`config.mk`:
```
export PLATFORM = sky130hd
export DESIGN_NAME = positional_ordered_list_core_flat
export DESIGN_NICKNAME = d
export VERILOG_FILES = /design/src/sv/pol_pkg.sv /design/src/sv/pol_if.sv /design/src/sv/pol_cell.sv /design/src/sv/positional_ordered_list_core.sv /design/src/flat_wrapper.sv
export SDC_FILE = /design/constraint.sdc
export NUM_CORES = 2
export LEC_CHECK = 0
export BUFFER_PORTS_ARGS = -buffer_cell sky130_fd_sc_hd__buf_2
export CAP_MARGIN = 20
export CELL_PAD_IN_SITES_DETAIL_PLACEMENT = 1
export CELL_PAD_IN_SITES_GLOBAL_PLACEMENT = 2
export CORE_ASPECT_RATIO = 0.5
export CORE_MARGIN = 5
export CORE_UTILIZATION = 40
export CTS_CLUSTER_SIZE = 10
export DETAILED_ROUTE_END_ITERATION = 7
export GPL_ROUTABILITY_DRIVEN = 0
export PLACE_DENSITY_LB_ADDON = 0.1
export RECOVER_POWER = 100
export SLEW_MARGIN = 40
export SYNTH_ARGS = -nofsm -noshare
export SYNTH_HDL_FRONTEND = slang
export SYNTH_SLANG_ARGS = --single-unit
export TNS_END_PERCENT = 30
```
`constraint.sdc`:
```
create_clock -name clock -period 13.6 [get_ports clock]
set_input_delay 2.72 -clock clock [delete_from_list [all_inputs] [get_ports clock]]
set_output_delay 2.72 -clock clock [all_outputs]
set_load 0.01 [all_outputs]
```
`src/sv/pol_pkg.sv`:
```
// Package for the positional ordered list: action, status and cell command codes.
// No dependencies; imported by the cell and the top level.
`timescale 1ns / 1ps

package pol_pkg;

   localparam int VALUE_W = 32;
   localparam int POS_W   = 6;
   localparam int COUNT_W = 6;
   // Compare width: covers a 6-bit position and an occupancy of up to 64
   localparam int CMP_W   = 7;

   typedef enum logic [1:0] {
      ACT_LOAD   = 2'd0,
      ACT_INSERT = 2'd1,
      ACT_DELETE = 2'd2,
      ACT_DUMP   = 2'd3
   } action_type;

   typedef enum logic [1:0] {
      STS_OK    = 2'd0,
      STS_RANGE = 2'd1,
      STS_FULL  = 2'd2,
      STS_EMPTY = 2'd3
   } status_type;

   typedef enum logic [2:0] {
      CELL_HOLD,
      CELL_APPEND,
      CELL_INSERT,
      CELL_DELETE,
      CELL_ROTATE
   } cell_op_type;

   // Command broadcast to every cell of the chain
   typedef struct packed {
      cell_op_type               op;
      logic [CMP_W-1:0]          pos;
      logic [CMP_W-1:0]          occ;
      logic signed [VALUE_W-1:0] value;
   } cell_cmd_type;

endpackage

```
`src/sv/pol_if.sv`:
```
// Valid/ready channel interfaces for the request and response items.
// Depends on pol_pkg for field widths.
`timescale 1ns / 1ps

interface pol_req_if;
   logic                               valid;
   logic                               ready;
   logic [1:0]                         action;
   logic signed [pol_pkg::VALUE_W-1:0] value;
   logic [pol_pkg::POS_W-1:0]          position;
   logic                               load_first;

   modport source (output valid, action, value, position, load_first, input ready);
   modport sink   (input valid, action, value, position, load_first, output ready);
endinterface

interface pol_rsp_if;
   logic                               valid;
   logic                               ready;
   logic [1:0]                         status;
   logic [pol_pkg::COUNT_W-1:0]        count;
   logic signed [pol_pkg::VALUE_W-1:0] element;
   logic                               last;

   modport source (output valid, status, count, element, last, input ready);
   modport sink   (input valid, status, count, element, last, output ready);
endinterface

```
`src/sv/pol_cell.sv`:
```
// One storage cell of the list chain: holds one element and shifts with its neighbours.
// Depends on pol_pkg for the command struct.
`timescale 1ns / 1ps

module pol_cell #(
   parameter int IDX = 0
) (
   input  logic                               clock,
   input  pol_pkg::cell_cmd_type              cmd,
   input  logic signed [pol_pkg::VALUE_W-1:0] left_data,
   input  logic signed [pol_pkg::VALUE_W-1:0] right_data,
   input  logic signed [pol_pkg::VALUE_W-1:0] head_data,
   output logic signed [pol_pkg::VALUE_W-1:0] data
);
   import pol_pkg::*;

   localparam logic [CMP_W-1:0] IDX_C  = CMP_W'(IDX);
   localparam logic [CMP_W-1:0] IDX_N  = CMP_W'(IDX + 1);

   logic signed [VALUE_W-1:0] data_ff;
   logic signed [VALUE_W-1:0] data_in;

   // Choose the next content from the broadcast command and the cell's place
   always_comb begin
      data_in = data_ff;
      case (cmd.op)
         CELL_APPEND: begin
            if (IDX_C == cmd.occ) data_in = cmd.value;
         end
         CELL_INSERT: begin
            if (IDX_C == cmd.pos) begin
               data_in = cmd.value;
            end else if (IDX_C > cmd.pos && IDX_C <= cmd.occ) begin
               data_in = left_data;
            end
         end
         CELL_DELETE: begin
            if (IDX_N >= cmd.pos && IDX_N < cmd.occ) data_in = right_data;
         end
         CELL_ROTATE: begin
            if (IDX_N < cmd.occ) begin
               data_in = right_data;
            end else if (IDX_N == cmd.occ) begin
               data_in = head_data;
            end
         end
         default: data_in = data_ff;
      endcase
   end

   // Hold the element
   always_ff @(posedge clock) begin
      data_ff <= data_in;
   end

   assign data = data_ff;

endmodule

```
`src/sv/positional_ordered_list_core.sv`:
```
// Positional ordered list: a chain of DEPTH cells, head in cell 0.
// Load, insert and delete write the cells and the result together; the result sits in the output register.
// Dump of n elements rotates the chain once per cycle while the output slot is free, giving n results;
// no item is accepted until the last dump result has been taken.
// Reset (synchronous, active high) empties the list and the output register;
// the cell contents are not cleared.
`timescale 1ns / 1ps

module positional_ordered_list_core #(
   parameter int DEPTH = 32
) (
   input  logic       clock,
   input  logic       reset,
   pol_req_if.sink    req_chan,
   pol_rsp_if.source  rsp_chan
);
   import pol_pkg::*;

   localparam int OW = $clog2(DEPTH + 1);
   localparam logic [CMP_W-1:0] DEPTH_C = CMP_W'(DEPTH);

   typedef enum logic [1:0] {
      ST_IDLE = 2'b01,
      ST_DUMP = 2'b10
   } state_type;

   state_type state_ff, state_in;
   logic [OW-1:0] occ_ff, occ_in;
   logic [OW-1:0] remain_ff, remain_in;

   logic                      rsp_valid_ff, rsp_valid_in;
   status_type                rsp_status_ff, rsp_status_in;
   logic [COUNT_W-1:0]        rsp_count_ff, rsp_count_in;
   logic signed [VALUE_W-1:0] rsp_element_ff, rsp_element_in;
   logic                      rsp_last_ff, rsp_last_in;

   cell_cmd_type              cmd;
   logic signed [VALUE_W-1:0] cell_data [DEPTH];

   logic             req_fire;
   logic             slot_free;
   logic [CMP_W-1:0] occ_c;
   logic [CMP_W-1:0] pos_c;
   logic [CMP_W-1:0] occ_eff;

   assign slot_free      = !rsp_valid_ff || rsp_chan.ready;
   assign req_chan.ready = (state_ff == ST_IDLE) && slot_free;
   assign req_fire       = req_chan.valid && req_chan.ready;
   assign occ_c          = CMP_W'(occ_ff);
   assign pos_c          = CMP_W'(req_chan.position);
   assign occ_eff        = req_chan.load_first ? '0 : occ_c;

   // Decode the item, drive the chain command and form the result
   always_comb begin
      cmd.op         = CELL_HOLD;
      cmd.pos        = pos_c;
      cmd.occ        = occ_c;
      cmd.value      = req_chan.value;
      occ_in         = occ_ff;
      state_in       = state_ff;
      remain_in      = remain_ff;
      rsp_valid_in   = rsp_valid_ff && !rsp_chan.ready;
      rsp_status_in  = rsp_status_ff;
      rsp_count_in   = rsp_count_ff;
      rsp_element_in = rsp_element_ff;
      rsp_last_in    = rsp_last_ff;

      if (req_fire) begin
         rsp_valid_in   = 1'b1;
         rsp_status_in  = STS_OK;
         rsp_element_in = '0;
         rsp_last_in    = 1'b1;
         case (action_type'(req_chan.action))
            ACT_LOAD: begin
               cmd.occ = occ_eff;
               if (occ_eff >= DEPTH_C) begin
                  rsp_status_in = STS_FULL;
               end else begin
                  cmd.op = CELL_APPEND;
                  occ_in = OW'(occ_eff + 1'b1);
               end
            end
            ACT_INSERT: begin
               if (pos_c > occ_c) begin
                  rsp_status_in = STS_RANGE;
               end else if (occ_c >= DEPTH_C) begin
                  rsp_status_in = STS_FULL;
               end else begin
                  cmd.op = CELL_INSERT;
                  occ_in = occ_ff + 1'b1;
               end
            end
            ACT_DELETE: begin
               if (pos_c == '0 || pos_c > occ_c) begin
                  rsp_status_in = STS_RANGE;
               end else begin
                  cmd.op = CELL_DELETE;
                  occ_in = occ_ff - 1'b1;
               end
            end
            ACT_DUMP: begin
               if (occ_ff == '0) begin
                  rsp_status_in = STS_EMPTY;
               end else begin
                  rsp_valid_in = 1'b0;
                  state_in     = ST_DUMP;
                  remain_in    = occ_ff;
               end
            end
            default: rsp_status_in = STS_OK;
         endcase
         rsp_count_in = COUNT_W'(occ_in);
      end else if (state_ff == ST_DUMP && slot_free) begin
         // Emit the head and rotate the chain by one
         cmd.op         = CELL_ROTATE;
         rsp_valid_in   = 1'b1;
         rsp_status_in  = STS_OK;
         rsp_count_in   = COUNT_W'(occ_ff);
         rsp_element_in = cell_data[0];
         rsp_last_in    = (remain_ff == OW'(1));
         remain_in      = remain_ff - 1'b1;
         if (remain_ff == OW'(1)) state_in = ST_IDLE;
      end
   end

   // Build the chain of cells
   for (genvar g = 0; g < DEPTH; g++) begin : g_cell
      logic signed [VALUE_W-1:0] left_d;
      logic signed [VALUE_W-1:0] right_d;
      if (g == 0) begin : g_head
         assign left_d = cell_data[g];
      end else begin : g_body
         assign left_d = cell_data[g-1];
      end
      if (g == DEPTH - 1) begin : g_tail
         assign right_d = cell_data[g];
      end else begin : g_inner
         assign right_d = cell_data[g+1];
      end
      pol_cell #(
         .IDX (g)
      ) u_cell (
         .clock      (clock),
         .cmd        (cmd),
         .left_data  (left_d),
         .right_data (right_d),
         .head_data  (cell_data[0]),
         .data       (cell_data[g])
      );
   end

   // Control registers
   always_ff @(posedge clock) begin
      if (reset) begin
         state_ff     <= ST_IDLE;
         occ_ff       <= '0;
         remain_ff    <= '0;
         rsp_valid_ff <= 1'b0;
      end else begin
         state_ff     <= state_in;
         occ_ff       <= occ_in;
         remain_ff    <= remain_in;
         rsp_valid_ff <= rsp_valid_in;
      end
   end

   // Output payload register
   always_ff @(posedge clock) begin
      rsp_status_ff  <= rsp_status_in;
      rsp_count_ff   <= rsp_count_in;
      rsp_element_ff <= rsp_element_in;
      rsp_last_ff    <= rsp_last_in;
   end

   assign rsp_chan.valid   = rsp_valid_ff;
   assign rsp_chan.status  = rsp_status_ff;
   assign rsp_chan.count   = rsp_count_ff;
   assign rsp_chan.element = rsp_element_ff;
   assign rsp_chan.last    = rsp_last_ff;

`ifndef SYNTH
   // Occupancy never exceeds the chain length
   assert property (@(posedge clock) disable iff (reset) occ_ff <= OW'(DEPTH))
      else $error("occupancy beyond depth");

   // Occupancy moves only when an item is accepted
   assert property (@(posedge clock) disable iff (reset) !req_fire |=> $stable(occ_ff))
      else $error("occupancy changed without an item");

   // A dump result carrying last ends the dump
   assert property (@(posedge clock) disable iff (reset)
      (state_ff == ST_DUMP && slot_free && remain_ff == OW'(1)) |=>
         (state_ff == ST_IDLE && rsp_valid_ff && rsp_last_ff))
      else $error("dump did not finish on its last element");

   // While dumping, the count reported matches the occupancy
   assert property (@(posedge clock) disable iff (reset)
      (state_ff == ST_DUMP && slot_free) |=> rsp_count_ff == COUNT_W'(occ_ff))
      else $error("dump count mismatch");
`endif

endmodule
```
`src/flat_wrapper.sv`:
```
// flat-port wrapper written by rule: the top's interface ports become plain ports
module positional_ordered_list_core_flat import pol_pkg::*;
#(
   parameter int DEPTH = 32
)
  (clock, reset, req_chan_valid, req_chan_action, req_chan_value, req_chan_position, req_chan_load_first, req_chan_ready, rsp_chan_valid, rsp_chan_status, rsp_chan_count, rsp_chan_element, rsp_chan_last, rsp_chan_ready);
  pol_req_if req_chan_i ();
  pol_rsp_if rsp_chan_i ();
  input  logic clock;
  input  logic reset;
  input wire logic [$bits(req_chan_i.valid)-1:0] req_chan_valid;
  input wire logic [$bits(req_chan_i.action)-1:0] req_chan_action;
  input wire logic [$bits(req_chan_i.value)-1:0] req_chan_value;
  input wire logic [$bits(req_chan_i.position)-1:0] req_chan_position;
  input wire logic [$bits(req_chan_i.load_first)-1:0] req_chan_load_first;
  output wire logic [$bits(req_chan_i.ready)-1:0] req_chan_ready;
  output wire logic [$bits(rsp_chan_i.valid)-1:0] rsp_chan_valid;
  output wire logic [$bits(rsp_chan_i.status)-1:0] rsp_chan_status;
  output wire logic [$bits(rsp_chan_i.count)-1:0] rsp_chan_count;
  output wire logic [$bits(rsp_chan_i.element)-1:0] rsp_chan_element;
  output wire logic [$bits(rsp_chan_i.last)-1:0] rsp_chan_last;
  input wire logic [$bits(rsp_chan_i.ready)-1:0] rsp_chan_ready;
  assign req_chan_i.valid = req_chan_valid;
  assign req_chan_i.action = req_chan_action;
  assign req_chan_i.value = req_chan_value;
  assign req_chan_i.position = req_chan_position;
  assign req_chan_i.load_first = req_chan_load_first;
  assign req_chan_ready = req_chan_i.ready;
  assign rsp_chan_valid = rsp_chan_i.valid;
  assign rsp_chan_status = rsp_chan_i.status;
  assign rsp_chan_count = rsp_chan_i.count;
  assign rsp_chan_element = rsp_chan_i.element;
  assign rsp_chan_last = rsp_chan_i.last;
  assign rsp_chan_i.ready = rsp_chan_ready;
  positional_ordered_list_core #(.DEPTH(DEPTH)) u_core (.clock(clock), .reset(reset), .req_chan(req_chan_i), .rsp_chan(rsp_chan_i));
endmodule
```
Word level (Yosys, flattened, before mapping)
Index checks and enable logic that the tools add are counted.
Operators by class
  eq/ne operators: 203
  $add $sub $neg: 4
  $lt $le $gt $ge: 128
  reductions and logical operators: 112
  muxes and demuxes: 259
Operators by type and width (number)
  $mux W32: 189
  $pmux W32 S4: 31
  $ne A3 B3 Y1 const B: 61
  $reduce_and A5 Y1: 32
  $ne A2 B2 Y1 const B: 68
  $eq A5 B7 Y1 const A: 16
  $le A5 B7 Y1 const A: 16
  $lt A5 B7 Y1 const A: 16
  $eq A5 B6 Y1 const A: 16
  $ge A5 B6 Y1 const A: 16
  $gt A5 B6 Y1 const A: 16
  $pmux W32 S3: 1
  $logic_and A1 B1 Y1: 66
  $mux W6: 11
  $eq A4 B7 Y1 const A: 8
  $le A4 B7 Y1 const A: 8
  $lt A4 B7 Y1 const A: 8
  $eq A4 B6 Y1 const A: 8
  $ge A4 B6 Y1 const A: 8
  $gt A4 B6 Y1 const A: 8
  $eq A3 B7 Y1 const A: 4
  $le A3 B7 Y1 const A: 4
  $lt A3 B7 Y1 const A: 4
  $mux W2: 13
  45 further kinds: 78
Storage, ports and cells
  logic and storage cells: 746
  output and inout port bits: 43
  flip-flop bits (word level): 1080
  input bits: 45

Logic depth before layout (Yosys ltp)
  word-level depth: 10
  gate-level depth with buffers: 15
  gate-level depth less buffers: 8

Hierarchy
From an unflattened synthesis, not the netlist that was laid out.
Unflattened totals
  cells, all modules: 10030
  area total of the unflattened synthesis: 91257.5 um2
By module, submodules not included
  pol_cell (u_core.g_cell[17].u_cell): sequential area each 960.9 um2, times used 1, cells an instance 323, area an instance 3360.7 um2
  pol_cell (u_core.g_cell[25].u_cell): sequential area each 960.9 um2, times used 1, cells an instance 321, area an instance 3210.6 um2
  pol_cell (u_core.g_cell[30].u_cell): sequential area each 960.9 um2, times used 1, cells an instance 349, area an instance 3208.1 um2
  pol_cell (u_core.g_cell[21].u_cell): sequential area each 960.9 um2, times used 1, cells an instance 397, area an instance 3072.9 um2
  pol_cell (u_core.g_cell[15].u_cell): sequential area each 960.9 um2, times used 1, cells an instance 317, area an instance 3070.4 um2
  pol_cell (u_core.g_cell[1].u_cell): sequential area each 960.9 um2, times used 1, cells an instance 321, area an instance 3061.7 um2
  pol_cell (u_core.g_cell[23].u_cell): sequential area each 960.9 um2, times used 1, cells an instance 317, area an instance 3057.9 um2
  pol_cell (u_core.g_cell[20].u_cell): sequential area each 960.9 um2, times used 1, cells an instance 393, area an instance 3051.7 um2
  pol_cell (u_core.g_cell[12].u_cell): sequential area each 960.9 um2, times used 1, cells an instance 361, area an instance 3014.1 um2
  pol_cell (u_core.g_cell[24].u_cell): sequential area each 960.9 um2, times used 1, cells an instance 319, area an instance 2966.6 um2
  pol_cell (u_core.g_cell[31].u_cell): sequential area each 960.9 um2, times used 1, cells an instance 348, area an instance 2924.1 um2
  pol_cell (u_core.g_cell[7].u_cell): sequential area each 960.9 um2, times used 1, cells an instance 353, area an instance 2895.3 um2
  pol_cell (u_core.g_cell[27].u_cell): sequential area each 960.9 um2, times used 1, cells an instance 360, area an instance 2892.8 um2
  pol_cell (u_core.g_cell[19].u_cell): sequential area each 960.9 um2, times used 1, cells an instance 319, area an instance 2874.0 um2
  +19 rows

Least setup slack after synthesis
No wires, ideal clock.
  path kind: input to register
  start point: input req_chan_position[5]
  end point: register u_core.g_cell[25].u_cell.data_ff[0], enable pin
  cell stages on the path: 11
  library setup time: 0.594 ns
  path buffers: 4
  data required time: 13.006 ns
  arrival: 9.641 ns
  setup slack: 3.365 ns
  path through: ha_1 and4_1 o21a_1 o21a_1 buf_2 buf_2 buf_2 o21ai_2 buf_2 a31oi_1 a2111oi_0
On the way
  word-level cells in the longest chain between the ends: 8
  elaborated cells on any way between the ends: 22
  classes of those cells: 3 x order compare; 9 x eq/ne; 4 x mux; 6 x reduce/logical
RTL lines
  start, declared: RTL line flat_wrapper.sv:14  | input wire logic [$bits(req_chan_i.position)-1:0] req_chan_position;
  $gt A6 B6 Y1 / $logic_not A7 Y1 (equally long branches): RTL line positional_ordered_list_core.sv:84, positional_ordered_list_core.sv:94
  $logic_or A1 B1 Y1: RTL line positional_ordered_list_core.sv:94  | if (pos_c == '0 || pos_c > occ_c) begin
  $mux W2: RTL line positional_ordered_list_core.sv:94
  $pmux W3 S3: RTL line positional_ordered_list_core.sv:73  | case (action_type'(req_chan.action))
  $mux W3: RTL line positional_ordered_list_core.sv:68  | if (req_fire) begin
  $eq A3 B3 Y1, or another cell as far along: RTL line pol_cell.sv:26  | case (cmd.op)
  $ne A3 B3 Y1 (no line), or another cell as far along
  $reduce_and A5 Y1 (no line) (*)
  end signal, assigned: RTL line pol_cell.sv:53  | data_ff <= data_in;
  end, declared: RTL line pol_cell.sv:20  | logic signed [VALUE_W-1:0] data_ff;
Mark *: on every way between the ends. The rest lies on a longest branch, timed or not.
A chain may end at the register's enable or synchronous reset.

Worst setup path after layout
  start point: input req_chan_position[5]
  end point: register u_core.g_cell[0].u_cell.data_ff[13], enable pin
On the way
  word-level cells in the longest chain between the ends: 8
  elaborated cells on any way between the ends: 19
  classes of those cells: 2 x order compare; 8 x eq/ne; 4 x mux; 5 x reduce/logical
RTL lines (RTL line)
  $gt A6 B6 Y1 / $logic_not A7 Y1 (equally long branches): positional_ordered_list_core.sv:84, positional_ordered_list_core.sv:94, pol_cell.sv:31
  $logic_or A1 B1 Y1: positional_ordered_list_core.sv:94
  $mux W2: positional_ordered_list_core.sv:94
  $pmux W3 S3: positional_ordered_list_core.sv:73
  $mux W3: positional_ordered_list_core.sv:68
  $eq A3 B2 Y1, or another cell as far along: pol_cell.sv:26
  $ne A2 B1 Y1 (no line), or another cell as far along
  $reduce_and A5 Y1 (no line) (*)
  end signal, assigned: pol_cell.sv:53
  end, declared: pol_cell.sv:20
Marks and branches as above.

==> impl_metrics.env <==
export IMPL_dr_pass1_iters=8
export IMPL_num_io_pins=88
export IMPL_dieArea_um2=162000
export IMPL_cts_resized_gates=0
export IMPL_numCtsBuffers=119
export IMPL_drcViolationCount=1
export IMPL_rsz0062_at_grt="no"
export IMPL_status="complete, but fails checks"
export IMPL_required_ps=13990
export IMPL_coreArea_um2=152000
export IMPL_grt_max_degree=108
export IMPL_grt_usage_pct=42.5
export IMPL_worstSetupStartpointType="input port"
export IMPL_vias_per_cell=7.89
export IMPL_hold_viol=0
export IMPL_vias=63800
export IMPL_grt_overflow=0
export IMPL_drtAntennaViolNets=0
export IMPL_syn_inst=6258
export IMPL_fin_crit_sh_pct=77.6
export IMPL_yosys_area_top_type="edfxtp_1"
export IMPL_finalWirelength_um=360000
export IMPL_cts_setup_buffers=0
export IMPL_synth_area_leaders="edfxtp_1 51%, a221oi_1 9.3%, a21oi_1 6.8%, o21ai_0 6.4%, clkbuf_1 4.1%"
export IMPL_crit_start="req_chan_position[5]"
export IMPL_cts_root_buffer="clkbuf_16"
export IMPL_avgSynthCellArea_um2=9.80
export IMPL_fillers=16600
export IMPL_worstMarginPinSlew_ps=4250
export IMPL_final_area_um2=67700
export IMPL_finClkSkew_ps=79.7
export IMPL_cp_common_cell="clkbuf_1"
export IMPL_syn_num_nets=6314
export IMPL_grt_pass1_wl_um=486000
export IMPL_grt_pass1_vias=60200
export IMPL_critPathKind="input port to register"
export IMPL_sw_frac_of_total_pct=29.8
export IMPL_antenna_found_initial=14
export IMPL_post_drt_wl_per_cell_um=44.5
export IMPL_die_h_um=287
export IMPL_place_area_um2=64500
export IMPL_worstPathArrival_ps=10940
export IMPL_clk_insertion_delay_late_ps=790
export IMPL_pwr_density_cell_nw_per_um2=122
export IMPL_nNetsFinal=5963
export IMPL_final_min_clock_period_ps=10550
export IMPL_power_frac_seq_pct=47.7
export IMPL_clockBufferDepth=3
export IMPL_cts_hold_buffers=0
export IMPL_slew_limit_headroom_pct=-184
export IMPL_layout_drive_gt1_share_pct=8.67
export IMPL_path_cells="clkbuf_1 > ha_1 > and4_1 > o21a_1 > o21ai_0 > clkbuf_1 > nand3_1 > clkbuf_1 > nand2_2 > clkbuf_1 > a2111oi_0 > buf_4"
export IMPL_die_x_um=564
export IMPL_cap_violations=47
export IMPL_p_leak_nw=21.4
export IMPL_synth_flop_cell="edfxtp_1"
export IMPL_vdd_drop_max_v=0.000111
export IMPL_p_clk_share_pct=38.2
export IMPL_drt_initial_drc_count=12200
export IMPL_violations="design-rule violations, max-capacitance violations, max-slew violations"
export IMPL_slowest_stage="clkbuf_1"
export IMPL_path_max_fanout=33
export IMPL_synthTopCellsByCount="1032 x edfxtp_1, 829 x a21oi_1, 778 x o21ai_0"
export IMPL_asyncSetResetFlopFracSynth_pct=0
export IMPL_hp_start="u_core.rsp_chan.element[25]$_SDFFE_PN0P_"
export IMPL_intPower_w=0.00581
export IMPL_clock_sinks=1080
export IMPL_fin_hold_ws_ps=442
export IMPL_cts_tree="built"
export IMPL_path_clk_slew_ps=60
export IMPL_end_kind="register"
export IMPL_synth_top_area_share_pct=50.6
export IMPL_ctsHtreeMaxLevel=3
export IMPL_finalPower_w=0.00828
export IMPL_placementRows=101
export IMPL_timing_fmax_mhz=94.8
export IMPL_comb_power_share_pct=14.1
export IMPL_setup_tns_ps=0
export IMPL_io_buffer_count=87
export IMPL_hold_path_class="register to register"
export IMPL_final_util_pct=44.5
export IMPL_yosys_cell_count_top_type="edfxtp_1"
export IMPL_syn_area_um2=61300
export IMPL_r2r_start="u_core.occ_ff[4]$_SDFFE_PP0N_"
export IMPL_hpwl_um=198000
export IMPL_setup_viol=0
export IMPL_synth_edf_count=1032
export IMPL_ys_seq_area_share_pct=52.1
export IMPL_synth_cell_types=73
export IMPL_yosys_warnings=0
export IMPL_netSwitchingPower_w=0.00247
export IMPL_ys_seq_elements=1080
export IMPL_start_util_pct=40.3
export IMPL_critPathMaxStageDelay_ps=2430
export IMPL_slew_viol_final=1108
export IMPL_syn_to_final_growth_pct=10.4
-- critical path, delay by kind of cell --
| kind | cells | cell delay, ps |
|---|---|---|
| AOI/OAI and AO/OA | 3 | 1810 |
| adders and majority gates | 1 | 410 |
| buffers and inverters | 5 | 5260 |
| and+or+nand+nor | 3 | 630 |
-- placed cells by master, fill, tap and decap left out, types with 68 or more instances in the layout --
master | Yosys | routed
nor2_1 | 655 | 639
a221oi_1 | 648 | 648
buf_4 | 1 | 150
clkbuf_1 | 662 | 187
o211ai_1 | 101 | 101
clkbuf_16 | 0 | 121
o21ai_0 | 778 | 780
nand2_1 | 446 | 423
mux2i_1 | 129 | 129
a222oi_1 | 95 | 95
a221o_1 | 158 | 158
a21oi_1 | 829 | 815
edfxtp_1 | 1032 | 1032
a22oi_1 | 68 | 68
-- metrics by stage --
stage | setup WS, ps | std cells
after floorplan | 3360 | 6258
after global placement | 5080 | 7823
after detailed placement | 5460 | 7841
after CTS | 6240 | 8065
after global routing | 3200 | 8076
final | 3050 | 8089
-- cells by family (layout without fill, tap and decap cells) --
| kind of cell | count (synthesis) | count (layout) | share of synthesized area [%] |
|---|---|---|---|
| mux | 130 | 130 | 2.12 |
| other cells | 0 | 19 | 0 |
| xor+xnor | 1 | 1 | 0.0143 |
| compound gates | 2871 | 2871 | 31.1 |
| flops | 1080 | 1080 | 52.1 |
| buf+inv | 861 | 613 | 5.56 |
| fa+ha+maj | 11 | 11 | 0.225 |
| simple gates | 1304 | 1304 | 8.87 |
-- area by class of cell --
type	count	area, µm²	area share, %
timing repair buffer	341	2480	3.67
antenna	19	47.5	0.0703
tap	2060	2580	3.81
multi-input combinational	4317	26900	39.8
sequential	1080	32000	47.2
clock inverter	6	90.1	0.133
clock buffer	218	3400	5.03
inverter	48	180	0.266
-- final timing paths --
| check | cells after the start | end | slack [ps] |
|---|---|---|---|
| worst max register to register | 12 | u_core.g_cell[0].u_cell.data[13]$_DFFE_PP_ | 4600 |
| worst min register to register | 2 | u_core.rsp_chan.element[25]$_SDFFE_PN0P_ | 440 |
| worst min-delay path | 2 | u_core.rsp_chan.element[25]$_SDFFE_PN0P_ | 440 |
| worst max-delay path | 12 | u_core.g_cell[0].u_cell.data[13]$_DFFE_PP_ | 3050 |
-- power by group through the flow --
stage	sequential [W]	combinational [W]	clock [W]
2_1_floorplan	0.00398	0.000597	0
3_3_place_gp	0.00400	0.00105	0
3_5_place_dp	0.00400	0.00109	0
4_1_cts	0.00393	0.00109	0.00316
5_1_grt	0.00395	0.00117	0.00331
6_report	0.00395	0.00116	0.00317
-- flip-flops by register name, summed over array words and instances (netlist names) --
register	count
u_core.g_cell.u_cell.data	1024
u_core.rsp_chan.element	32
u_core.occ_ff	6
u_core.remain_ff	6
u_core.rsp_chan.count	6
u_core.rsp_chan.status	2
u_core.state_ff	2
u_core.rsp_chan.last	1
u_core.rsp_chan.valid	1
-- metal layers --
metal / wire length (µm) / up-vias / GRT usage [%] / part of all wire, %
li1: - / 24000 / - / -
met1: 138000 / 32500 / 57.2 / 38
met2: 138000 / 6204 / 56.2 / 38
met3: 64900 / 1130 / 22.3 / 18
met4: 18200 / 13 / 17.9 / 5.1
met5: 293 / - / 0.923 / 0.081
Power figures use the tool's default switching activity.
